[src/hw/rtl/frac_pkg.sv]
// frac_pkg: shared types and constants for the fraction arithmetic unit
// no dependencies
package frac_pkg;

    localparam int RES_WIDTH = 34;

    localparam logic [1:0] OP_ADD = 2'd0;
    localparam logic [1:0] OP_SUB = 2'd1;
    localparam logic [1:0] OP_MUL = 2'd2;
    localparam logic [1:0] OP_DIV = 2'd3;

    typedef struct packed {
        logic load;
        logic mul_step;
        logic sum_step;
        logic gcd_start;
        logic div_start;
        logic out_load;
    } frac_cmd_t;

    typedef struct packed {
        logic reduce;
        logic gcd_done;
        logic div_done;
    } frac_stat_t;

endpackage

[src/hw/rtl/frac_dp.sv]
// frac_dp: datapath with operand registers, products, gcd and divide units
// depends on frac_pkg
module frac_dp #(
    parameter int OPERAND_WIDTH = 16
) (
    input  logic                                   clk,
    input  logic                                   rst_n,
    input  frac_pkg::frac_cmd_t                    cmd,
    output frac_pkg::frac_stat_t                   stat,
    input  logic [1:0]                             mode,
    input  logic signed [15:0]                     num_a,
    input  logic signed [15:0]                     den_a,
    input  logic signed [15:0]                     num_b,
    input  logic signed [15:0]                     den_b,
    output logic signed [frac_pkg::RES_WIDTH-1:0]  res_num,
    output logic signed [frac_pkg::RES_WIDTH-1:0]  res_den,
    output logic                                   status
);
    localparam int W = frac_pkg::RES_WIDTH;
    localparam int CW = $clog2(W + 1);

    logic [1:0] mode_reg;
    logic signed [OPERAND_WIDTH-1:0] na_reg, da_reg, nb_reg, db_reg;
    logic signed [W-1:0] p1_reg, p2_reg, pd_reg;
    logic signed [W-1:0] rn_reg, rd_reg;
    logic err_reg;
    logic [W-1:0] gx_reg, gy_reg;
    logic [CW-1:0] gk_reg;
    logic gbusy_reg;
    logic [W-1:0] q_reg, rem_reg, dvs_reg;
    logic [CW-1:0] cnt_reg;
    logic dbusy_reg, dsel_reg;
    logic [W-1:0] qn_reg;
    logic signed [W-1:0] out_num_reg, out_den_reg;
    logic out_err_reg;

    logic signed [OPERAND_WIDTH-1:0] m1a, m1b, m2a, m2b;
    logic signed [2*OPERAND_WIDTH-1:0] prod1, prod2, prod3;
    logic signed [W-1:0] sum_next;
    logic [W-1:0] gx_sub, gy_sub;
    logic [W:0] trial;

    function automatic logic signed [OPERAND_WIDTH-1:0] ext(input logic [15:0] v);
        logic [31:0] t;
        t = {16'b0, v};
        return t[OPERAND_WIDTH-1:0];
    endfunction

    always_comb
    begin
        m1a = na_reg;
        m1b = db_reg;
        m2a = nb_reg;
        m2b = da_reg;
        case (mode_reg)
            frac_pkg::OP_MUL:
            begin
                m1b = nb_reg;
                m2a = db_reg;
            end
            frac_pkg::OP_DIV:
            begin
                m2a = nb_reg;
            end
            default:
            begin
            end
        endcase
    end

    assign prod1 = m1a * m1b;
    assign prod2 = m2a * m2b;
    assign prod3 = da_reg * db_reg;
    assign sum_next = (mode_reg == frac_pkg::OP_SUB) ? p1_reg - p2_reg : p1_reg + p2_reg;
    assign gx_sub = gx_reg - gy_reg;
    assign gy_sub = gy_reg - gx_reg;
    assign trial = {rem_reg, q_reg[W-1]} - {1'b0, dvs_reg};

    always_ff @(posedge clk)
    begin
        if (cmd.load)
        begin
            mode_reg <= mode;
            na_reg <= ext(num_a);
            da_reg <= ext(den_a);
            nb_reg <= ext(num_b);
            db_reg <= ext(den_b);
        end
        if (cmd.mul_step)
        begin
            p1_reg <= W'(prod1);
            if (mode_reg == frac_pkg::OP_MUL || mode_reg == frac_pkg::OP_DIV)
                p2_reg <= W'(prod2);
            else
                p2_reg <= W'(prod2);
            pd_reg <= W'(prod3);
            err_reg <= (mode_reg == frac_pkg::OP_ADD || mode_reg == frac_pkg::OP_SUB)
                       && (da_reg == '0 || db_reg == '0);
        end
        if (cmd.sum_step)
        begin
            if (mode_reg == frac_pkg::OP_ADD || mode_reg == frac_pkg::OP_SUB)
            begin
                rn_reg <= sum_next;
                rd_reg <= pd_reg;
            end
            else
            begin
                rn_reg <= p1_reg;
                rd_reg <= (mode_reg == frac_pkg::OP_MUL) ? pd_reg : p2_reg;
            end
        end
        // binary gcd: strip common twos, halve even sides, halve odd differences
        if (cmd.gcd_start)
        begin
            gx_reg <= rn_reg;
            gy_reg <= rd_reg;
            gk_reg <= '0;
        end
        else if (gbusy_reg && gx_reg != gy_reg)
        begin
            case ({gx_reg[0], gy_reg[0]})
                2'b00:
                begin
                    gx_reg <= {1'b0, gx_reg[W-1:1]};
                    gy_reg <= {1'b0, gy_reg[W-1:1]};
                    gk_reg <= gk_reg + 1'b1;
                end
                2'b01:
                    gx_reg <= {1'b0, gx_reg[W-1:1]};
                2'b10:
                    gy_reg <= {1'b0, gy_reg[W-1:1]};
                default:
                begin
                    if (gx_reg > gy_reg)
                        gx_reg <= {1'b0, gx_sub[W-1:1]};
                    else
                        gy_reg <= {1'b0, gy_sub[W-1:1]};
                end
            endcase
        end
        if (cmd.div_start)
        begin
            q_reg <= rn_reg;
            rem_reg <= '0;
            dvs_reg <= gx_reg << gk_reg;
            dsel_reg <= 1'b0;
        end
        else if (dbusy_reg && cnt_reg == '0 && !dsel_reg)
        begin
            qn_reg <= q_reg;
            q_reg <= rd_reg;
            rem_reg <= '0;
            dsel_reg <= 1'b1;
        end
        else if (dbusy_reg && cnt_reg != '0)
        begin
            if (!trial[W])
            begin
                rem_reg <= trial[W-1:0];
                q_reg <= {q_reg[W-2:0], 1'b1};
            end
            else
            begin
                rem_reg <= {rem_reg[W-2:0], q_reg[W-1]};
                q_reg <= {q_reg[W-2:0], 1'b0};
            end
        end
        if (cmd.out_load)
        begin
            out_err_reg <= err_reg;
            if (err_reg)
            begin
                out_num_reg <= '0;
                out_den_reg <= '0;
            end
            else if (stat.reduce)
            begin
                out_num_reg <= qn_reg;
                out_den_reg <= q_reg;
            end
            else
            begin
                out_num_reg <= rn_reg;
                out_den_reg <= rd_reg;
            end
        end
    end

    always_ff @(posedge clk or negedge rst_n)
    begin
        if (!rst_n)
        begin
            gbusy_reg <= 1'b0;
            dbusy_reg <= 1'b0;
            cnt_reg <= '0;
        end
        else
        begin
            if (cmd.gcd_start)
                gbusy_reg <= 1'b1;
            else if (gbusy_reg && gx_reg == gy_reg)
                gbusy_reg <= 1'b0;
            if (cmd.div_start)
            begin
                dbusy_reg <= 1'b1;
                cnt_reg <= CW'(W);
            end
            else if (dbusy_reg)
            begin
                if (cnt_reg != '0)
                    cnt_reg <= cnt_reg - 1'b1;
                else if (!dsel_reg)
                    cnt_reg <= CW'(W);
                else
                    dbusy_reg <= 1'b0;
            end
        end
    end

    assign stat.reduce = !err_reg && (mode_reg == frac_pkg::OP_ADD || mode_reg == frac_pkg::OP_SUB)
                         && rn_reg > 0 && rd_reg > 0;
    assign stat.gcd_done = gbusy_reg && gx_reg == gy_reg;
    assign stat.div_done = dbusy_reg && dsel_reg && cnt_reg == '0;

    assign res_num = out_num_reg;
    assign res_den = out_den_reg;
    assign status = out_err_reg;

    property p_div_not_gcd;
        @(posedge clk) disable iff (!rst_n) dbusy_reg |-> !gbusy_reg;
    endproperty
    a_div_not_gcd: assert property (p_div_not_gcd) else $error("divide overlaps gcd");

    property p_gcd_start_idle;
        @(posedge clk) disable iff (!rst_n) cmd.gcd_start |-> !gbusy_reg && !dbusy_reg;
    endproperty
    a_gcd_start_idle: assert property (p_gcd_start_idle) else $error("gcd restarted");

    property p_cnt_bound;
        @(posedge clk) disable iff (!rst_n) cnt_reg <= CW'(W);
    endproperty
    a_cnt_bound: assert property (p_cnt_bound) else $error("divide count overflow");

endmodule

[src/hw/rtl/frac_ctrl.sv]
// frac_ctrl: sequencer for the fraction unit handshake and datapath steps
// depends on frac_pkg
module frac_ctrl (
    input  logic                 clk,
    input  logic                 rst_n,
    input  logic                 in_valid,
    output logic                 in_stall,
    output logic                 out_valid,
    input  logic                 out_stall,
    input  frac_pkg::frac_stat_t stat,
    output frac_pkg::frac_cmd_t  cmd
);
    localparam logic [2:0] S_IDLE = 3'd0;
    localparam logic [2:0] S_MUL  = 3'd1;
    localparam logic [2:0] S_SUM  = 3'd2;
    localparam logic [2:0] S_CHK  = 3'd3;
    localparam logic [2:0] S_GCD  = 3'd4;
    localparam logic [2:0] S_DIV  = 3'd5;
    localparam logic [2:0] S_OUT  = 3'd6;

    logic [2:0] state_reg, state_next;
    logic out_valid_reg, out_valid_next;
    logic accept;

    assign in_stall = (state_reg != S_IDLE);
    assign accept = in_valid && !in_stall;
    assign out_valid = out_valid_reg;

    always_comb
    begin
        state_next = state_reg;
        out_valid_next = out_valid_reg && out_stall;
        cmd = '0;
        case (state_reg)
            S_IDLE:
            begin
                cmd.load = accept;
                if (accept)
                    state_next = S_MUL;
            end
            S_MUL:
            begin
                cmd.mul_step = 1'b1;
                state_next = S_SUM;
            end
            S_SUM:
            begin
                cmd.sum_step = 1'b1;
                state_next = S_CHK;
            end
            S_CHK:
            begin
                if (stat.reduce)
                begin
                    cmd.gcd_start = 1'b1;
                    state_next = S_GCD;
                end
                else
                    state_next = S_OUT;
            end
            S_GCD:
            begin
                if (stat.gcd_done)
                begin
                    cmd.div_start = 1'b1;
                    state_next = S_DIV;
                end
            end
            S_DIV:
            begin
                if (stat.div_done)
                    state_next = S_OUT;
            end
            S_OUT:
            begin
                if (!out_valid_reg || !out_stall)
                begin
                    cmd.out_load = 1'b1;
                    out_valid_next = 1'b1;
                    state_next = S_IDLE;
                end
            end
            default:
                state_next = S_IDLE;
        endcase
    end

    always_ff @(posedge clk or negedge rst_n)
    begin
        if (!rst_n)
        begin
            state_reg <= S_IDLE;
            out_valid_reg <= 1'b0;
        end
        else
        begin
            state_reg <= state_next;
            out_valid_reg <= out_valid_next;
        end
    end

    property p_load_idle;
        @(posedge clk) disable iff (!rst_n) cmd.load |=> state_reg == S_MUL;
    endproperty
    a_load_idle: assert property (p_load_idle) else $error("load did not start work");

    property p_out_sets_valid;
        @(posedge clk) disable iff (!rst_n) cmd.out_load |=> out_valid_reg;
    endproperty
    a_out_sets_valid: assert property (p_out_sets_valid) else $error("result beat lost");

    property p_no_overwrite;
        @(posedge clk) disable iff (!rst_n) (out_valid_reg && out_stall) |-> !cmd.out_load;
    endproperty
    a_no_overwrite: assert property (p_no_overwrite) else $error("stalled beat overwritten");

endmodule

[src/hw/rtl/fraction_arithmetic_unit_top.sv]
// fraction arithmetic unit top: one beat at a time, input stalled until the sequencer is idle
// mul, div and unreduced add/sub: load, product and sum steps and a check, then output
// reduced add/sub (numerator and denominator positive): binary gcd and divide steps before output
// next beat accepted after the result is registered; output register frees the input
// rst_n asynchronous active low clears the sequencer, the output valid flag and the busy flags
// depends on frac_pkg, frac_ctrl, frac_dp
module fraction_arithmetic_unit_top #(
    parameter int OPERAND_WIDTH = 16
) (
    input  logic                                  clk,
    input  logic                                  rst_n,
    input  logic                                  in_valid,
    output logic                                  in_stall,
    input  logic [1:0]                            mode,
    input  logic signed [15:0]                    num_a,
    input  logic signed [15:0]                    den_a,
    input  logic signed [15:0]                    num_b,
    input  logic signed [15:0]                    den_b,
    output logic                                  out_valid,
    input  logic                                  out_stall,
    output logic signed [frac_pkg::RES_WIDTH-1:0] res_num,
    output logic signed [frac_pkg::RES_WIDTH-1:0] res_den,
    output logic                                  status
);
    frac_pkg::frac_cmd_t  cmd;
    frac_pkg::frac_stat_t stat;

    frac_ctrl u_ctrl (
        .clk       (clk),
        .rst_n     (rst_n),
        .in_valid  (in_valid),
        .in_stall  (in_stall),
        .out_valid (out_valid),
        .out_stall (out_stall),
        .stat      (stat),
        .cmd       (cmd)
    );

    frac_dp #(
        .OPERAND_WIDTH (OPERAND_WIDTH)
    ) u_dp (
        .clk     (clk),
        .rst_n   (rst_n),
        .cmd     (cmd),
        .stat    (stat),
        .mode    (mode),
        .num_a   (num_a),
        .den_a   (den_a),
        .num_b   (num_b),
        .den_b   (den_b),
        .res_num (res_num),
        .res_den (res_den),
        .status  (status)
    );

endmodule
[config.mk]
export PLATFORM = sky130hd
export DESIGN_NAME = fraction_arithmetic_unit_top
export DESIGN_NICKNAME = d
export VERILOG_FILES = /design/src/hw/rtl/frac_pkg.sv /design/src/hw/rtl/frac_dp.sv /design/src/hw/rtl/frac_ctrl.sv /design/src/hw/rtl/fraction_arithmetic_unit_top.sv
export SDC_FILE = /design/constraint.sdc
export NUM_CORES = 2
export LEC_CHECK = 0
export ABC_CLOCK_PERIOD_IN_PS = 14600
export BUFFER_PORTS_ARGS = -buffer_cell sky130_fd_sc_hd__buf_2
export CAP_MARGIN = 20
export CORE_AREA = 2 2 492 494
export CTS_CLUSTER_DIAMETER = 120
export DETAILED_ROUTE_END_ITERATION = 8
export DIE_AREA = 0 0 494 496
export GPL_TIMING_DRIVEN = 0
export HOLD_SLACK_MARGIN = 0.06
export PLACE_DENSITY_LB_ADDON = 0.2
export SLEW_MARGIN = 30
export SYNTH_ARGS = -nofsm -noshare
export SYNTH_HDL_FRONTEND = slang
export SYNTH_HIERARCHICAL = 1
export SYNTH_SLANG_ARGS = --single-unit
[constraint.sdc]
create_clock -name clk -period 14.6 [get_ports clk]
set_input_delay 0.73 -clock clk [delete_from_list [all_inputs] [get_ports clk]]
set_output_delay 0.73 -clock clk [all_outputs]
set_load 0.01 [all_outputs]
Yosys cells after proc, flatten, opt, wreduce, memory -nomap -nowiden

Cells that the tools add are included.

Word-level logic and storage cells: 153
Output and inout bits: 71
Flip-flop bits (word level): 523
Bits of input ports: 70

Mux-type cells: 48
Reductions and logical operators: 43
$mul: 3
Shift operators: 1
Bitwise operators: 1
$lt $le $gt $ge: 3
Add/subtract/negate cells: 7
Equality and inequality tests: 20

Operator list:

| operator                                                              | count |
|---|---|
| 34-bit 2-to-1 mux                                                     | 16 |
| 34-bit case mux with 2 select lines                                   | 2 |
| 16-bit by 16-bit multiplier with 32-bit output                        | 3 |
| 34-bit by 1-bit > comparator with 1-bit output, second input constant | 2 |
| 34-bit subtractor                                                     | 2 |
| 35-bit by 34-bit subtractor with 35-bit output                        | 1 |
| 34-bit equality test                                                  | 1 |
| 34-bit > comparator                                                   | 1 |
| 34-bit != test                                                        | 1 |
| 34-bit by 6-bit left shift with 34-bit output                         | 1 |
| 32-bit by 32-bit adder with 33-bit output                             | 1 |
| 32-bit by 32-bit subtractor with 33-bit output                        | 1 |
| 16-bit logical NOT                                                    | 2 |
| 16-bit 2-to-1 mux                                                     | 2 |
| 6-bit 2-to-1 mux                                                      | 4 |
| 3-bit case mux with 7 select lines                                    | 1 |
| 1-bit 2-to-1 mux                                                      | 18 |
| 1-bit logical AND                                                     | 13 |
| 3-bit 2-to-1 mux                                                      | 4 |
| 3-bit equality test, second input constant                            | 3 |
| 3-bit nonzero test                                                    | 3 |
| 2-bit != test, second input constant                                  | 4 |
| 6-bit by 1-bit adder with 6-bit output, second input constant         | 1 |
| 3-bit by 2-bit equality test with 1-bit output, second input constant | 2 |
| 19 further kinds                                                      | 37 |

Logic depth before layout (Yosys ltp)

Depth in word-level cells: 9
Gate-level depth with buffers: 32
Depth with buffers taken out: 28

Modules after synthesis

Netlist, hierarchy kept.

Modules (own cells, without submodules):

| module    | instances | cells each | area an instance (um^2) | sequential area each (um^2) |
|---|---|---|---|---|
| frac_dp   | 1         | 6134       | 59419.5                 | 15044.4 |
| frac_ctrl | 1         | 33         | 271.5                   | 100.1 |

Worst setup path before layout

Ideal clock, no wire load.

Path kind: register to register
Start: register u_dp.mode_reg[1]
End: register u_dp/p1_reg[31] (netlist name)
Cell stages (with the launch flop): 29
Slack: 7169 ps
Data required time: 14340 ps
Arrival: 7171 ps
Buffers on the path: 4
Period minus slack after synthesis: 7431 ps
Library setup time: 260 ps
Path through: edfxtp_1 > clkbuf_1 > nand2b_1 > clkbuf_1 > clkbuf_1 > mux2i_1 > clkbuf_1 > nor2b_1 > fa_1 > inv_1 > fa_1 > fa_1 > inv_1 > fa_1 > fa_1 > inv_1 > fa_1 > inv_1 > ha_1 > a21oi_1 > o21bai_1 > a2111oi_0 > o31ai_1 > o21ai_0 > nand3_1 > a311oi_1 > o21ai_0 > a21oi_1 > xnor2_1

Longest elaborated chain between the ends: 3

Ends and longest elaborated chain:

| what                                           | RTL line      | source |
|---|---|---|
| start: declaration                             | frac_dp.sv:22 | `logic [1:0] mode_reg;` |
| start signal: assignment                       | frac_dp.sv:83 | `mode_reg <= mode;` |
| 2-bit equality test                            | -             |  |
| 16-bit 2-to-1 mux                              | frac_dp.sv:55 | `case (mode_reg)` |
| 16-bit by 16-bit multiplier with 32-bit output | frac_dp.sv:71 | `assign prod1 = m1a * m1b;` |
| via u_dp.prod1[31]                             | frac_dp.sv:38 | `logic signed [2*OPERAND_WIDTH-1:0] prod1, prod2, prod3;` |

The timed path passes the listed nets, and every way through them passes these cells.
A chain may end at the register's enable or synchronous reset.

Worst setup path after layout

Start: register u_dp.mode_reg[1]
End: register u_dp.p1_reg[29], data pin

Longest elaborated chain between the ends: 3

Ends and longest elaborated chain:

| what                                           | RTL line      | source |
|---|---|---|
| 2-bit equality test                            | -             |  |
| 16-bit 2-to-1 mux                              | frac_dp.sv:55 |  |
| 16-bit by 16-bit multiplier with 32-bit output | frac_dp.sv:71 |  |
| via u_dp.prod1[29]                             | frac_dp.sv:38 |  |
| end signal: assignment                         | frac_dp.sv:91 | `p1_reg <= W'(prod1);` |
| end: declaration                               | frac_dp.sv:24 | `logic signed [W-1:0] p1_reg, p2_reg, pd_reg;` |

The timed path passes the listed nets, and every way through them passes these cells.

==> run_results.csv <==
group,metric,value,unit
outcome,status,"finished clean",
worst_setup_path,worstPathRequired,15020,ps
grt,grt_pass1_vias,46400,
sta,min_period_over_period,0.660,
routing,routedWlPerCell,22.2,µm
sta,relSlewSlack,0.272,
yosys,synth.net_count,7410,
final_layout,final_common_cell,"inv_1",
sta,post-route-min-period,9630,ps
place,port_buffers,140,
sta,fmax,104,MHz
grt,track_usage,0.174,
final_layout,fin_nets,7653,
die,num_rows,180,
grt,grt_remaining_overflow,0,
die,io_pins,141,
yosys,ys.flop_type,"edfxtp_1",
place,dp_hpwl,177,mm
clock_tree,tritoncts,"built",
routing,antenna_left,0,
clock_tree,clk_pin_slew,60,ps
yosys,yosys_warnings,6,
die,die_w,494,µm
worst_setup_path,slowest_stage,"mux2i_2",
final_layout,fillers,25600,
worst_setup_path,cp_max_fo,10,
final_layout,area_growth,13.0,%
sta,finalSetupTns,0,ps
worst_setup_path,worstSetupPathType,"reg2reg",
worst_setup_path,cpMostUsedCell,"fa_1",
sta,worstMarginPinSlew,1090,ps
yosys,synth_edf_count,467,
routing,drt_iter0_drc,3252,
sta,rsz0062_at_grt,"false",
die,dieArea,245000,µm²
clock_tree,cts_root_buffer,"clkbuf_16",
job,cap_violations,0,
yosys,synth.ff_latch_count,520,
clock_tree,cts_resized,0,
grt,grt_max_degree,25,
grt,antenna_found_initial,15,
worst_setup_path,cp.arrival,10050,ps
worst_hold_path,hp-class,"in2reg",
die,core,240000,µm²
grt,grt_pass1_wl,315,mm
yosys,synth_cells,6167,
yosys,syn_area_per_cell,9.68,µm²
yosys,seq_area_frac_synth,0.254,
routing,drc,0,
worst_setup_path,end_kind,"flip-flop",
worst_setup_path,start_kind,"flip-flop",
sta,clock_skew,70.8,ps
routing,firstDrtPassIters,7,
routing,wirelength,214,mm
yosys,netlist_area,59700,µm²
final_layout,utilization,0.282,
sta,finalHoldViolCount,0,
sta,drv_slew,0,
final_layout,final_cell_mix,"inv_1, fa_1, nand2_1, edfxtp_1, ha_1",
sta,setup_viol,0,
place,gp_congestion,0.914,
yosys,synthArstFlopShare,0.0231,
clock_tree,h-tree-depth,3,
routing,via_count,44400,
clock_tree,clkLatencyLatePin,710,ps
clock_tree,ctsLongestPathBuffers,3,
die,initial_core_util,0.249,
yosys,ys_types,94,
clock_tree,cts_made_buffers,70,
clock_tree,cts_sinks,520,
worst_setup_path,critical-path-max-stage-delay,700,ps
die,die_h,496,µm
final_layout,layout-drive-gt1-share,0.0705,
routing,viasPerCell,4.59,
Yosys cell counts, drive strengths merged (8+ instances only):
cell	instances	share of area
inv	1051	0.066
fa	790	0.26
nand2	711	0.045
edfxtp	467	0.23
ha	383	0.080
nor2	348	0.022
and2	280	0.029
a21oi	256	0.022
clkbuf	244	0.015
o21ai	237	0.020
mux2i	164	0.028
xnor2	160	0.024
a21o	103	0.013
nor2b	96	0.010
xor2	71	0.010
mux2	68	0.013
nor3	57	0.0049
nand2b	51	0.0053
a211oi	49	0.0064
nand3	46	0.0039
dfxtp	41	0.014
buf	39	0.0032
nor4	38	0.0042
a31oi	28	0.0029
o21bai	28	0.0035
nand4	27	0.0029
o31ai	27	0.0034
o21a	26	0.0033
and3	25	0.0026
or3	22	0.0023
or2	21	0.0022
o211ai	19	0.0024
mux4	17	0.0064
o31a	17	0.0025
dfrtp	12	0.0050
a21boi	11	0.0014
o221ai	10	0.0015
nor3b	9	0.0011
a311oi	8	0.0012
layout make-up:
cell class | count | area, µm² | share of cell area
sequential | 520 | 15100 | 0.224
tap | 3185 | 3990 | 0.0591
buffer | 283 | 1120 | 0.0165
multi-input combinational | 4311 | 39600 | 0.587
clock buffer | 84 | 1880 | 0.0278
inverter | 1053 | 3950 | 0.0586
timing repair buffer | 171 | 1270 | 0.0189
clock inverter | 45 | 513 | 0.00760
antenna | 2 | 5.00 | 0.0000742
metal layers:
metal	routed length, µm	global-route usage	vias to the layer above
met5	13	0	-
met3	10100	0.0216	264
met2	100000	0.289	1272
met1	96500	0.235	22300
met4	6910	0.0532	2
li1	-	-	20500
cells by family (layout without fill, tap and decap cells):
logic type | after synthesis | count (layout) | share of synthesized area
mux | 249 | 249 | 0.0467
simple gates | 1767 | 1767 | 0.141
buf+inv | 1336 | 1636 | 0.0847
compound gates | 891 | 891 | 0.0944
fa+ha+maj | 1173 | 1173 | 0.345
xor+xnor | 231 | 231 | 0.0342
flops | 520 | 520 | 0.254
other cells | 0 | 2 | 0
per-stage QoR:
stage	hold WS, ps	setup slack (ps)	cell area (µm²)	cells
4_1_cts	117	4760	67400	9652
2_1_floorplan	424	7170	59700	6167
3_3_place_gp	469	3440	64400	9492
6_report	192	4970	67500	9654
3_5_place_dp	468	4860	65000	9522
5_1_grt	135	4410	67500	9653
final timing paths:
kind,from,end,slack (ps),cells past startpoint
setup reg to reg,u_dp/mode_reg[1],u_dp/p1_reg[29],4970,28
hold reg to reg,u_dp/err_reg,u_dp/status,480,0
setup / recovery,u_dp/mode_reg[1],u_dp/p1_reg[29],4970,28
max in group asynchronous,rst_n,u_ctrl/state_reg[2],13750,2
min in group asynchronous,rst_n,u_dp/cnt_reg[2],550,2
hold / removal,den_a[6],u_dp/da_reg[6],190,1
what timing repair did:
item                                    CTS  global route
endpoints found under the setup margin    0             0
hold buffers                              1             0
buffers inserted                          0             0
hold endpoints to repair                 12             0
worst max-delay path, delay by kind of cell (launching register included):
kind	cells	cell delay [ps]
xor gates and xnor gates	1	230
AOI/OAI and AO/OA	8	1930
DFF	1	430
adders and majority gates	7	3430
muxes	1	700
and+or+nand+nor	3	620
buffers and inverters	8	1960
Power is not shown: default switching activity piles up to over one toggle a cycle in this logic, so the estimate is an artifact.
